==> src/sv/tdpc_pkg.sv <==
// Package for the trial-division prime counter: widths and sequencer states.
// No dependencies.
package tdpc_pkg;

  localparam int VALUE_WIDTH = 32;
  localparam int COUNT_WIDTH = 32;
  localparam int BIT_CNT_WIDTH = $clog2(VALUE_WIDTH);

  typedef logic [VALUE_WIDTH-1:0] value_t;
  typedef logic [COUNT_WIDTH-1:0] count_t;
  typedef logic [BIT_CNT_WIDTH-1:0] bit_cnt_t;

  typedef enum logic [1:0] {
    ST_IDLE,
    ST_DIV,
    ST_CHECK,
    ST_DONE
  } state_t;

endpackage

==> src/sv/trial_division_prime_counter_core.sv <==
// Trial-division prime tester with a saturating prime count.
// Depends on tdpc_pkg.
//
// Usage: candidates enter on in_valid/in_ready, one item each, and each item
// produces exactly one result item on out_valid/out_ready carrying is_prime,
// in_range and the running prime_count. The user must write upper_limit with
// upper_limit_we only while the block is idle; the block does not enforce it.
// Candidates above the limit are not tested and not counted.
// Flow: out-of-range, small and even candidates go from idle straight to the
// done state without division. Odd candidates are divided by 3, 5, 7 and up
// with a restoring divider that produces one quotient bit per cycle; the test
// stops once the divisor exceeds the quotient or a trial remainder is zero.
// A large prime near 2^32 takes about 32768 divisors. One item is processed
// at a time; in_ready is high while the sequencer is idle, even when a result
// still waits.
// Stall: a finished result waits in the output register; a second finished
// result holds in the sequencer until the first is taken.
// Reset: rst (synchronous) clears the count to zero, sets upper_limit to all
// ones, and drops out_valid.
module trial_division_prime_counter_core (
  input  logic                clk,
  input  logic                rst,
  input  logic                in_valid,
  output logic                in_ready,
  input  tdpc_pkg::value_t    candidate,
  output logic                out_valid,
  input  logic                out_ready,
  output logic                is_prime,
  output logic                in_range,
  output tdpc_pkg::count_t    prime_count,
  input  logic                upper_limit_we,
  input  tdpc_pkg::value_t    upper_limit
);
  import tdpc_pkg::*;

  localparam bit_cnt_t LAST_BIT = bit_cnt_t'(VALUE_WIDTH - 1);
  localparam count_t COUNT_MAX = '1;

  state_t state, state_next;
  value_t limit;
  value_t num;
  value_t divisor;
  value_t rem;
  value_t quo;
  bit_cnt_t bit_cnt;
  logic range_ok;
  logic prime;
  count_t total;

  logic in_accept;
  logic load_out;
  logic cand_within;
  logic cand_trivial;
  logic cand_trivial_prime;
  logic [VALUE_WIDTH:0] shifted;
  logic [VALUE_WIDTH+1:0] diff;
  logic fits;
  logic bound_hit;
  logic rem_zero;

  assign in_accept = in_valid && in_ready;
  assign cand_within = candidate <= limit;
  assign cand_trivial = !cand_within || (candidate <= value_t'(2)) || !candidate[0];
  assign cand_trivial_prime = cand_within && (candidate == value_t'(2));

  assign shifted = {rem, quo[VALUE_WIDTH-1]};
  assign diff = {1'b0, shifted} - {2'b00, divisor};
  assign fits = !diff[VALUE_WIDTH+1];
  assign bound_hit = divisor > quo;
  assign rem_zero = rem == '0;

  always_comb begin
    state_next = state;
    case (state)
      ST_IDLE: begin
        if (in_valid) begin
          state_next = cand_trivial ? ST_DONE : ST_DIV;
        end
      end
      ST_DIV: begin
        if (bit_cnt == LAST_BIT) begin
          state_next = ST_CHECK;
        end
      end
      ST_CHECK: begin
        if (bound_hit || rem_zero) begin
          state_next = ST_DONE;
        end else begin
          state_next = ST_DIV;
        end
      end
      ST_DONE: begin
        if (!out_valid || out_ready) begin
          state_next = ST_IDLE;
        end
      end
      default: state_next = ST_IDLE;
    endcase
  end

  always_comb begin
    in_ready = state == ST_IDLE;
    load_out = (state == ST_DONE) && (!out_valid || out_ready);
  end

  always_ff @(posedge clk) begin
    if (rst) begin
      state <= ST_IDLE;
      limit <= '1;
      total <= '0;
      out_valid <= 1'b0;
    end else begin
      state <= state_next;
      if (upper_limit_we) begin
        limit <= upper_limit;
      end
      if (load_out) begin
        out_valid <= 1'b1;
        if (prime && total != COUNT_MAX) begin
          total <= total + count_t'(1);
        end
      end else if (out_ready) begin
        out_valid <= 1'b0;
      end
    end
  end

  always_ff @(posedge clk) begin
    case (state)
      ST_IDLE: begin
        if (in_accept) begin
          num <= candidate;
          range_ok <= cand_within;
          prime <= cand_trivial_prime;
          divisor <= value_t'(3);
          quo <= candidate;
          rem <= '0;
          bit_cnt <= '0;
        end
      end
      ST_DIV: begin
        rem <= fits ? diff[VALUE_WIDTH-1:0] : shifted[VALUE_WIDTH-1:0];
        quo <= {quo[VALUE_WIDTH-2:0], fits};
        bit_cnt <= bit_cnt + bit_cnt_t'(1);
      end
      ST_CHECK: begin
        prime <= bound_hit;
        divisor <= divisor + value_t'(2);
        quo <= num;
        rem <= '0;
        bit_cnt <= '0;
      end
      default: begin
      end
    endcase
    if (load_out) begin
      is_prime <= prime;
      in_range <= range_ok;
      prime_count <= (prime && total != COUNT_MAX) ? total + count_t'(1) : total;
    end
  end

endmodule

==> config.mk <==
export PLATFORM = sky130hd
export DESIGN_NAME = trial_division_prime_counter_core
export DESIGN_NICKNAME = d
export VERILOG_FILES = /design/src/sv/tdpc_pkg.sv /design/src/sv/trial_division_prime_counter_core.sv
export SDC_FILE = /design/constraint.sdc
export NUM_CORES = 1
export LEC_CHECK = 0
export ABC_AREA = 1
export BUFFER_PORTS_ARGS = -buffer_cell sky130_fd_sc_hd__buf_2
export CAP_MARGIN = 20
export CORE_UTILIZATION = 60
export DETAILED_ROUTE_END_ITERATION = 16
export PLACE_DENSITY_LB_ADDON = 0.2
export SYNTH_ARGS = -nofsm -noshare
export SYNTH_HDL_FRONTEND = slang
export SYNTH_SLANG_ARGS = --single-unit
==> constraint.sdc <==
create_clock -name clk -period 6 [get_ports clk]
set_input_delay 0.6 -clock clk [delete_from_list [all_inputs] [get_ports clk]]
set_output_delay 0.6 -clock clk [all_outputs]
set_load 0.005 [all_outputs]
==> results of run 1 <==
## cell usage in the layout (no fill, tap or decap), types with 27 or more instances in the layout
master,n
sky130_fd_sc_hd__buf_2,104
sky130_fd_sc_hd__dfxtp_1,67
sky130_fd_sc_hd__nor2_1,194
sky130_fd_sc_hd__ha_1,102
sky130_fd_sc_hd__xor2_1,27
sky130_fd_sc_hd__nor3_1,40
sky130_fd_sc_hd__nand2_1,381
sky130_fd_sc_hd__nand3_1,59
sky130_fd_sc_hd__a21oi_1,195
sky130_fd_sc_hd__inv_1,244
sky130_fd_sc_hd__edfxtp_1,168
sky130_fd_sc_hd__o21ai_0,106
## sequential cells by signal, summed over array words and instances, names as in the netlist, 5 cells and up
name         cells
bit_cnt          5
divisor         31
limit           32
num             32
prime_count     32
quo             32
rem             32
total           32
## routing by layer
layer  global-route usage  up-vias
met1                0.425     6003
met3               0.0400       87
met4                0.126        0
li1                     -     6356
met2                0.522      417
met5                    0        -
## area by class of cell
cell class / count / area [um^2] / share of cell area
Multi-Input combinational cell: 1295 / 7070 / 0.436
Sequential cell: 235 / 6390 / 0.394
Inverter: 251 / 947 / 0.0584
Antenna cell: 2 / 5.00 / 0.000309
Clock buffer: 36 / 708 / 0.0437
Clock inverter: 11 / 106 / 0.00656
Timing Repair Buffer: 113 / 601 / 0.0370
Tap cell: 319 / 399 / 0.0246
## path summary, 6_finish.rpt
kind | slack [ps] | depth (start not counted) | endpoint
worst min register to register | 460 | 2 | limit[9]
worst min-delay path | 250 | 1 | num[0]
worst max register to register | 3100 | 11 | rem[13]
worst max-delay path | 3100 | 11 | rem[13]
## worst reg2reg max path, stage by stage (launching register included)
cell,delay (ps)
sky130_fd_sc_hd__edfxtp_1,430
sky130_fd_sc_hd__inv_1,150
sky130_fd_sc_hd__ha_1,310
sky130_fd_sc_hd__a21oi_1,230
sky130_fd_sc_hd__o21ai_0,170
sky130_fd_sc_hd__a21oi_1,220
sky130_fd_sc_hd__nand2_1,80
sky130_fd_sc_hd__nand2_1,70
sky130_fd_sc_hd__nand3_2,370
sky130_fd_sc_hd__buf_12,340
sky130_fd_sc_hd__o21ai_0,190
sky130_fd_sc_hd__nor2_1,70
## cell families (layout without fill, tap and decap cells)
| group | count (synthesis) | in the layout | synth area share |
|---|---|---|---|
| compound gates | 387 | 387 | 0.144 |
| xor+xnor | 40 | 40 | 0.0240 |
| fa+ha+maj | 103 | 103 | 0.0886 |
| buf+inv | 303 | 411 | 0.0809 |
| flops | 235 | 235 | 0.437 |
| other cells | 0 | 2 | 0 |
| simple gates | 765 | 765 | 0.226 |
## synthesized netlist by cell type, types with 8 or more instances
cell type                    n
sky130_fd_sc_hd__nand2_1   381
sky130_fd_sc_hd__inv_1     245
sky130_fd_sc_hd__a21oi_1   195
sky130_fd_sc_hd__nor2_1    195
sky130_fd_sc_hd__edfxtp_1  168
sky130_fd_sc_hd__o21ai_0   107
sky130_fd_sc_hd__ha_1      102
sky130_fd_sc_hd__dfxtp_1    67
sky130_fd_sc_hd__nand3_1    59
sky130_fd_sc_hd__nor3_1     40
sky130_fd_sc_hd__clkbuf_1   32
sky130_fd_sc_hd__xor2_1     27
sky130_fd_sc_hd__nand4_1    26
sky130_fd_sc_hd__o21ai_1    24
sky130_fd_sc_hd__a22oi_1    21
sky130_fd_sc_hd__nand2_2    15
sky130_fd_sc_hd__nor4_1     15
sky130_fd_sc_hd__o21ai_2    14
sky130_fd_sc_hd__xnor2_1    13
sky130_fd_sc_hd__buf_1       9
sky130_fd_sc_hd__o21a_1      9
sky130_fd_sc_hd__nand3b_1    8
## power groups by stage
stage / combinational (uW) / sequential [uW] / clock (uW)
finish: 4070 / 2800 / 1540
global route: 4560 / 2860 / 1610
CTS: 4010 / 2790 / 1550
detailed placement: 3960 / 2820 / 0
global placement: 3930 / 2800 / 0
floorplan: 2990 / 2720 / 0
## through the flow
stage / instance area [um^2] / total power, uW / instances
floorplan: 14600 / 5710 / 1833
global placement: 15400 / 6720 / 2212
detailed placement: 15400 / 6780 / 2212
CTS: 16200 / 8350 / 2259
global route: 16200 / 9030 / 2262
finish: 16200 / 8410 / 2262
==> summary.txt, run 1 <==
Yosys
  – Average instance area after synthesis: 7.98 um^2
  – Main area contributors after synthesis: sky130_fd_sc_hd__edfxtp_1 (34%), sky130_fd_sc_hd__nand2_1 (9.8%), sky130_fd_sc_hd__dfxtp_1 (9.2%)
  – Post-synth cell types: 43
  – Share of the synthesized area in the top cell type: 0.345
  – Fraction of the yosys area taken by sequential cells: 0.437
  – Synthesized Nets: 2005
  – Dominant synthesized flop cell: sky130_fd_sc_hd__edfxtp_1
  – Top cell type by total area after synthesis: sky130_fd_sc_hd__edfxtp_1
  – Flops & latches, synth: 235
  – Synthesis warning total: 0
  – Count of flip-flops with a built-in enable after synthesis: 168
  – Proportion of synthesized flip-flops having asynchronous set or reset: 0
  – Synthesized instance count: 1833
  – Synthesized area: 14600 um^2

Drt
  – DRC Markers: 0
  – Detailed Routing Iterations Pass 1: 5
  – Final routed wire length divided by cell count: 17.2 um
  – Vias/cell: 5.69
  – Routed wire length: 38900 um
  – Met2 WL post-DR: 18100 um
  – Residual antenna-violating net count after detailed routing: 0
  – Uppermost signal routing layer after detailed routing: met4
  – Wire length on met1: 17000 um
  – Sum of met3 wire segment lengths after detailed routing: 2250 um
  – Vias after detailed routing: 12900
  – Iteration-0 DRC Markers: 973

Cells and area
  – Fill cell instance count of the final layout: 2018
  – Share of final-layout standard cells stronger than drive strength 1: 0.105
  – Total number of nets in the final design: 2094
  – Finished Core Util: 0.685
  – Layout overhead on the synthesized area: 10.9%

STA
  – Least-Margin Pin Slew: 1040 ps
  – Period minus WS final: 2900 ps
  – Sum Neg Setup Slack: 0 ps
  – Max-slew violation count: 0
  – Final hold violations: 0
  – Post-layout worst setup margin: 3100 ps
  – Highest clock frequency the design can meet: 345 MHz
  – Worst slew margin: 0.308
  – Final critical-path share of the clock period: 0.483
  – Count of endpoints failing setup in the final report: 0
  – Final hold slack: 246 ps
  – Unrepaired setup endpoints after global routing: false
  – Final Skew: 15.4 ps

Min path
  – Hold Startpoint: candidate[0]
  – Hold WC Path Type: in2reg

Floorplanning
  – Std-Cell Rows: 56
  – Initial core utilization: 0.618
  – Floorplan core area: 23700 um^2
  – Die Y: 158 um
  – Die outline area: 25000 um^2
  – Die X-Extent: 158 um
  – Ports placed on the boundary: 105

Worst setup path
  – Kind of end point of the critical path: flop
  – Cell at the slowest stage of the critical path: sky130_fd_sc_hd__edfxtp_1
  – Critical path startpoint category: flop
  – Worst EP arrival: 3170 ps
  – Buffer and inverter count on the worst path: 2
  – Maximum cell stage delay along the critical path: 430 ps
  – Kind of critical path: reg2reg
  – Crit-path max FO: 38
  – Endpoint required time on the critical path: 6270 ps
  – Worst-path cell chain: inv_1 > ha_1 > a21oi_1 > o21ai_0 > a21oi_1 > nand2_1 > nand2_1 > nand3_2 > buf_12 > o21ai_0 > nor2_1
  – Category of cells accounting for the largest share of critical-path delay: compound AO/OA/AOI/OAI gates
  – Setup crit start: divisor[14]
  – Reg-to-reg startpoint: divisor[14]

Clocking
  – Clock Latency Late Sink: 560 ps
  – Count of H-tree levels built during CTS: 1
  – Number of hold buffers added after CTS: 0
  – Count of cells resized by post-cts repair: 0
  – Buffer cell driving the clock tree root: sky130_fd_sc_hd__clkbuf_16
  – Number of sinks driven by the clock tree: 235
  – Worst-path clk slew: 60 ps
  – Max Buffers Root-to-Sink: 3
  – Buffer count from post-CTS setup fixing: 0
  – CTS Buf Count: 26
  – Clock tree from TritonCTS: done

Pwr
  – Switching share of power: 0.449
  – Proportion of power drawn by combinational gates: 0.484
  – Pwr per Cell Area: 519 nW/um^2
  – Cell-internal power: 4640 uW
  – Portion of total power attributed to sequential cells: 0.333
  – Total net switching power: 3770 uW
  – Cell leakage power: 0.00732 uW
  – Fraction of power consumed by the clock network: 0.183
  – Max IR drop VDD: 0.281 mV

Placed design
  – IO buf count: 104
  – Worst setup timing slack at the placement stage: 2470 ps
  – Final GP Congestion: 1.01
  – HPWL after detailed placement: 28900 um

GRT
  – Total Routing Usage GR: 0.318
  – Leftover overflow at the end of global routing: 0
  – Initial antenna violation count: 2
  – Global-route wire length before repair: 61900 um
  – Largest net degree at the start of global routing: 70
  – Via count of the first global-routing pass: 12100

Run
  – Count of max-cap constraint violations: 0

Run status
  – Status: finished clean
Note: power is estimated with default switching activity, not from simulation.
==> inputs of run 2 (changes only) <==
--- a/config.mk
+++ b/config.mk
@@ -5,10 +5,10 @@
 export SDC_FILE = /design/constraint.sdc
 export NUM_CORES = 1
 export LEC_CHECK = 0
-export ABC_AREA = 1
+export ABC_AREA = 0
 export BUFFER_PORTS_ARGS = -buffer_cell sky130_fd_sc_hd__buf_2
 export CAP_MARGIN = 20
-export CORE_UTILIZATION = 60
+export CORE_UTILIZATION = 55
 export DETAILED_ROUTE_END_ITERATION = 16
 export PLACE_DENSITY_LB_ADDON = 0.2
 export SYNTH_ARGS = -nofsm -noshare
==> constraint.sdc (replaced) <==
create_clock -name clk -period 2.59 [get_ports clk]
set_input_delay 0.259 -clock clk [delete_from_list [all_inputs] [get_ports clk]]
set_output_delay 0.259 -clock clk [all_outputs]
set_load 0.005 [all_outputs]
==> summary.txt, run 2 <==
Run status
  – Status: complete, but fails checks
  – Violations in the final reports: negative setup slack

STA
  – Final Skew: 20.0 ps
  – Period minus WS final: 2960 ps
  – Final critical-path share of the clock period: 1.14
  – Highest clock frequency the design can meet: 337 MHz
  – Count of endpoints failing setup in the final report: 33
  – Least-Margin Pin Slew: 846 ps
  – Post-layout worst setup margin: -374 ps
  – Final hold violations: 0
  – Worst slew margin: 0.436
  – Max-slew violation count: 0
  – Unrepaired setup endpoints after global routing: true

Pwr
  – Proportion of power drawn by combinational gates: 0.553
  – Pwr per Cell Area: 1230 nW/um^2
  – Cell-internal power: 13400 uW
  – Max IR drop VDD: 0.698 mV
  – Portion of total power attributed to sequential cells: 0.282
  – Total net switching power: 8610 uW
  – Cell leakage power: 0.00772 uW
  – Switching share of power: 0.392
  – Fraction of power consumed by the clock network: 0.165

Placed design
  – IO buf count: 104
  – Final GP Congestion: 0.911
  – Worst setup timing slack at the placement stage: -471 ps
  – HPWL after detailed placement: 23000 um
  – Placed instance count: 1885

Drt
  – DRC Markers: 0
  – Iteration-0 DRC Markers: 984
  – Routed wire length: 37000 um
  – Residual antenna-violating net count after detailed routing: 0
  – Vias after detailed routing: 11500
  – Vias/cell: 5.68
  – Final routed wire length divided by cell count: 18.2 um
  – Detailed Routing Iterations Pass 1: 5

Clocking
  – Buffer cell driving the clock tree root: sky130_fd_sc_hd__clkbuf_16
  – CTS Buf Count: 27
  – Clock Latency Late Sink: 560 ps
  – Count of H-tree levels built during CTS: 1
  – Max Buffers Root-to-Sink: 3
  – Clock tree from TritonCTS: done
  – Number of sinks driven by the clock tree: 235
  – Worst-path clk slew: 60 ps

GRT
  – Largest net degree at the start of global routing: 70
  – Initial antenna violation count: 0
  – Via count of the first global-routing pass: 11600
  – Leftover overflow at the end of global routing: 0
  – Global-route wire length before repair: 57900 um
  – Total Routing Usage GR: 0.282

Yosys
  – Arithmetic-cell share of the synthesized area counting full adders, half adders and majority gates: 0.0953
  – Synthesized area: 13600 um^2
  – Flops & latches, synth: 235
  – Top cell type by total area after synthesis: sky130_fd_sc_hd__edfxtp_1
  – Mux cell area share after synthesis: 0.0178
  – Synthesized instance count: 1350
  – Dominant combinational cell family by area after synthesis: simple AND/OR/NAND/NOR gates
  – Main area contributors after synthesis: sky130_fd_sc_hd__edfxtp_1 (37%), sky130_fd_sc_hd__dfxtp_1 (9.9%), sky130_fd_sc_hd__ha_1 (9.4%)
  – Simple-gate area share of the yosys netlist: 0.159
  – Dominant synthesized flop cell: sky130_fd_sc_hd__edfxtp_1
  – Share of the synthesized area in the top cell type: 0.371
  – Post-synth cell types: 68
  – Synthesized-area fraction occupied by ao, oa, aoi and oai cells: 0.135
  – Fraction of the yosys area taken by sequential cells: 0.469
  – Proportion of synthesized flip-flops having asynchronous set or reset: 0
  – Synthesized Nets: 1522
  – Most numerous cell types in the synthesized netlist: sky130_fd_sc_hd__edfxtp_1 (168), sky130_fd_sc_hd__nor2_1 (130), sky130_fd_sc_hd__inv_1 (108)
  – Count of flip-flops with a built-in enable after synthesis: 168
  – Synth Area in XOR/XNOR: 0.0727
  – Cell with the most instances after synthesis: sky130_fd_sc_hd__edfxtp_1
  – Synthesis warning total: 0
  – Average instance area after synthesis: 10.1 um^2

Worst setup path
  – Setup slack on the worst flop-to-flop path: -370 ps
  – Kind of end point of the critical path: flop
  – Reg-to-reg endpoint: rem[26]
  – Kind of critical path: reg2reg
  – Critical path startpoint category: flop
  – Cells on worst reg2reg path: 13
  – Endpoint required time on the critical path: 2870 ps
  – Worst-path cell chain: ha_4 > buf_4 > and4_4 > and3_4 > o21ai_2 > a211oi_2 > o21ai_2 > o31ai_4 > a211o_4 > buf_4 > buf_6 > mux2i_1 > nor2_1
  – Worst EP arrival: 3250 ps
  – Maximum cell stage delay along the critical path: 430 ps
  – Reg-to-reg startpoint: rem[13]
  – Category of cells accounting for the largest share of critical-path delay: compound AO/OA/AOI/OAI gates
  – Buffer and inverter count on the worst path: 3
  – Cell at the slowest stage of the critical path: sky130_fd_sc_hd__edfxtp_1
  – Crit-path max FO: 6

Cells and area
  – Layout overhead on the synthesized area: 31.8%
  – Share of final-layout standard cells stronger than drive strength 1: 0.267
  – Post-route insts no fill: 2032
  – Total number of nets in the final design: 1859
  – Most common cell after layout, fill and taps aside: sky130_fd_sc_hd__buf_4
  – Antenna diode count: 0
  – Highest-count cells in the layout ignoring fill and taps: sky130_fd_sc_hd__buf_4 (192), sky130_fd_sc_hd__edfxtp_1 (168), sky130_fd_sc_hd__nor2_1 (121)

Floorplanning
  – Floorplan core area: 24300 um^2
  – Die X-Extent: 159 um
  – Std-Cell Rows: 57
  – Die outline area: 25400 um^2
  – Ports placed on the boundary: 105
  – Die Y: 159 um
  – Initial core utilization: 0.559

Run
  – Count of max-cap constraint violations: 0

Min path
  – Hold Startpoint: candidate[12]
  – Hold WC Path Type: in2reg
  – End point of the most critical hold path: num[12]
  – Number of cells on the worst hold path: 1
## run 2: cell types whose count changed in the layout (fill, tap and decap cells not counted), sizes merged, moves of 36 or more
cell	change
buf	+197
o21ai	-119
dlygate4sd3	+63
and2	+36
a21oi	-116
xnor2	+63
inv	-140
nor2	-72
nand2	-305
## run 2: kinds of logic (layout without fill, tap and decap cells)
logic type / after synthesis / in the layout
AO/OA/AOI/OAI: 262 / 262
XOR/XNOR: 113 / 113
adder cells (fa/ha/maj): 103 / 103
buffers and inverters: 174 / 532
flip-flops: 235 / 235
multiplexers: 24 / 24
AND/OR/NAND/NOR: 439 / 439
## run 2: worst max-delay path by stage
| stage | start | to | slack [ps] | cells after the start |
|---|---|---|---|---|
| 5_1_grt | divisor[14] | rem[17] | -480 | 13 |
| 2_1_floorplan | divisor[10] | rem[1] | -230 | 13 |
| 3_3_place_gp | rem[9] | rem[18] | -380 | 11 |
| 6_report | rem[13] | rem[26] | -370 | 13 |
| 4_1_cts | rem[9] | rem[19] | -300 | 12 |
| 3_5_place_dp | divisor[9] | rem[5] | -470 | 12 |
## run 2: layout make-up
type	instances	area, um^2
sequential	235	6390
multi-input combinational	941	7060
fill	1603	6390
tap	324	405
inverter	109	409
clock inverter	13	86.3
clock buffer	37	744
timing repair buffer	373	2830
## run 2: routing by layer
metal | GRT usage | vias to the layer above | part of all wire
li1 | - | 5532 | -
met1 | 0.366 | 5495 | 0.42
met2 | 0.481 | 413 | 0.49
met3 | 0.0419 | 99 | 0.063
met4 | 0.0983 | 0 | 0.032
met5 | 0 | - | 0
## run 2: worst reg2reg max path, stage by stage, from the launching register on
cell,delay (ps)
sky130_fd_sc_hd__edfxtp_1,430
sky130_fd_sc_hd__ha_4,300
sky130_fd_sc_hd__buf_4,100
sky130_fd_sc_hd__and4_4,200
sky130_fd_sc_hd__and3_4,200
sky130_fd_sc_hd__o21ai_2,70
sky130_fd_sc_hd__a211oi_2,260
sky130_fd_sc_hd__o21ai_2,120
sky130_fd_sc_hd__o31ai_4,280
sky130_fd_sc_hd__a211o_4,240
sky130_fd_sc_hd__buf_4,130
sky130_fd_sc_hd__buf_6,130
sky130_fd_sc_hd__mux2i_1,190
sky130_fd_sc_hd__nor2_1,50
## run 2: power by group through the flow
stage,sequential (uW),combinational (uW),clock (uW)
floorplan,6180,6730,0
global placement,6180,9990,0
detailed placement,6220,10200,0
global route,6310,13200,3790
CTS,6180,11500,3640
finish,6210,12200,3620
## run 2: what timing repair did
item / 4_1_cts / 5_1_grt
hold buffers: 63 / 0
hold endpoints to repair: 63 / 0
buffers inserted: 23 / 13
endpoints found under the setup margin: 35 / 56
gates cloned: 3 / 0
pin swaps: 22 / 22
gates resized for setup: 47 / 48
## run 2: through the flow
step / total power [uW] / utilization / instance area, um^2 / hold slack [ps] / setup TNS [ps]
floorplan: 12900 / - / 13700 / 358 / -6880
global placement: 16200 / 0.646 / 15700 / 405 / -10450
detailed placement: 16400 / 0.646 / 15700 / 414 / -13960
CTS: 21300 / 0.725 / 17600 / 2.85 / -8110
global route: 23300 / 0.737 / 17900 / 13.8 / -12960
finish: 22000 / 0.737 / 17900 / 14.8 / -9940
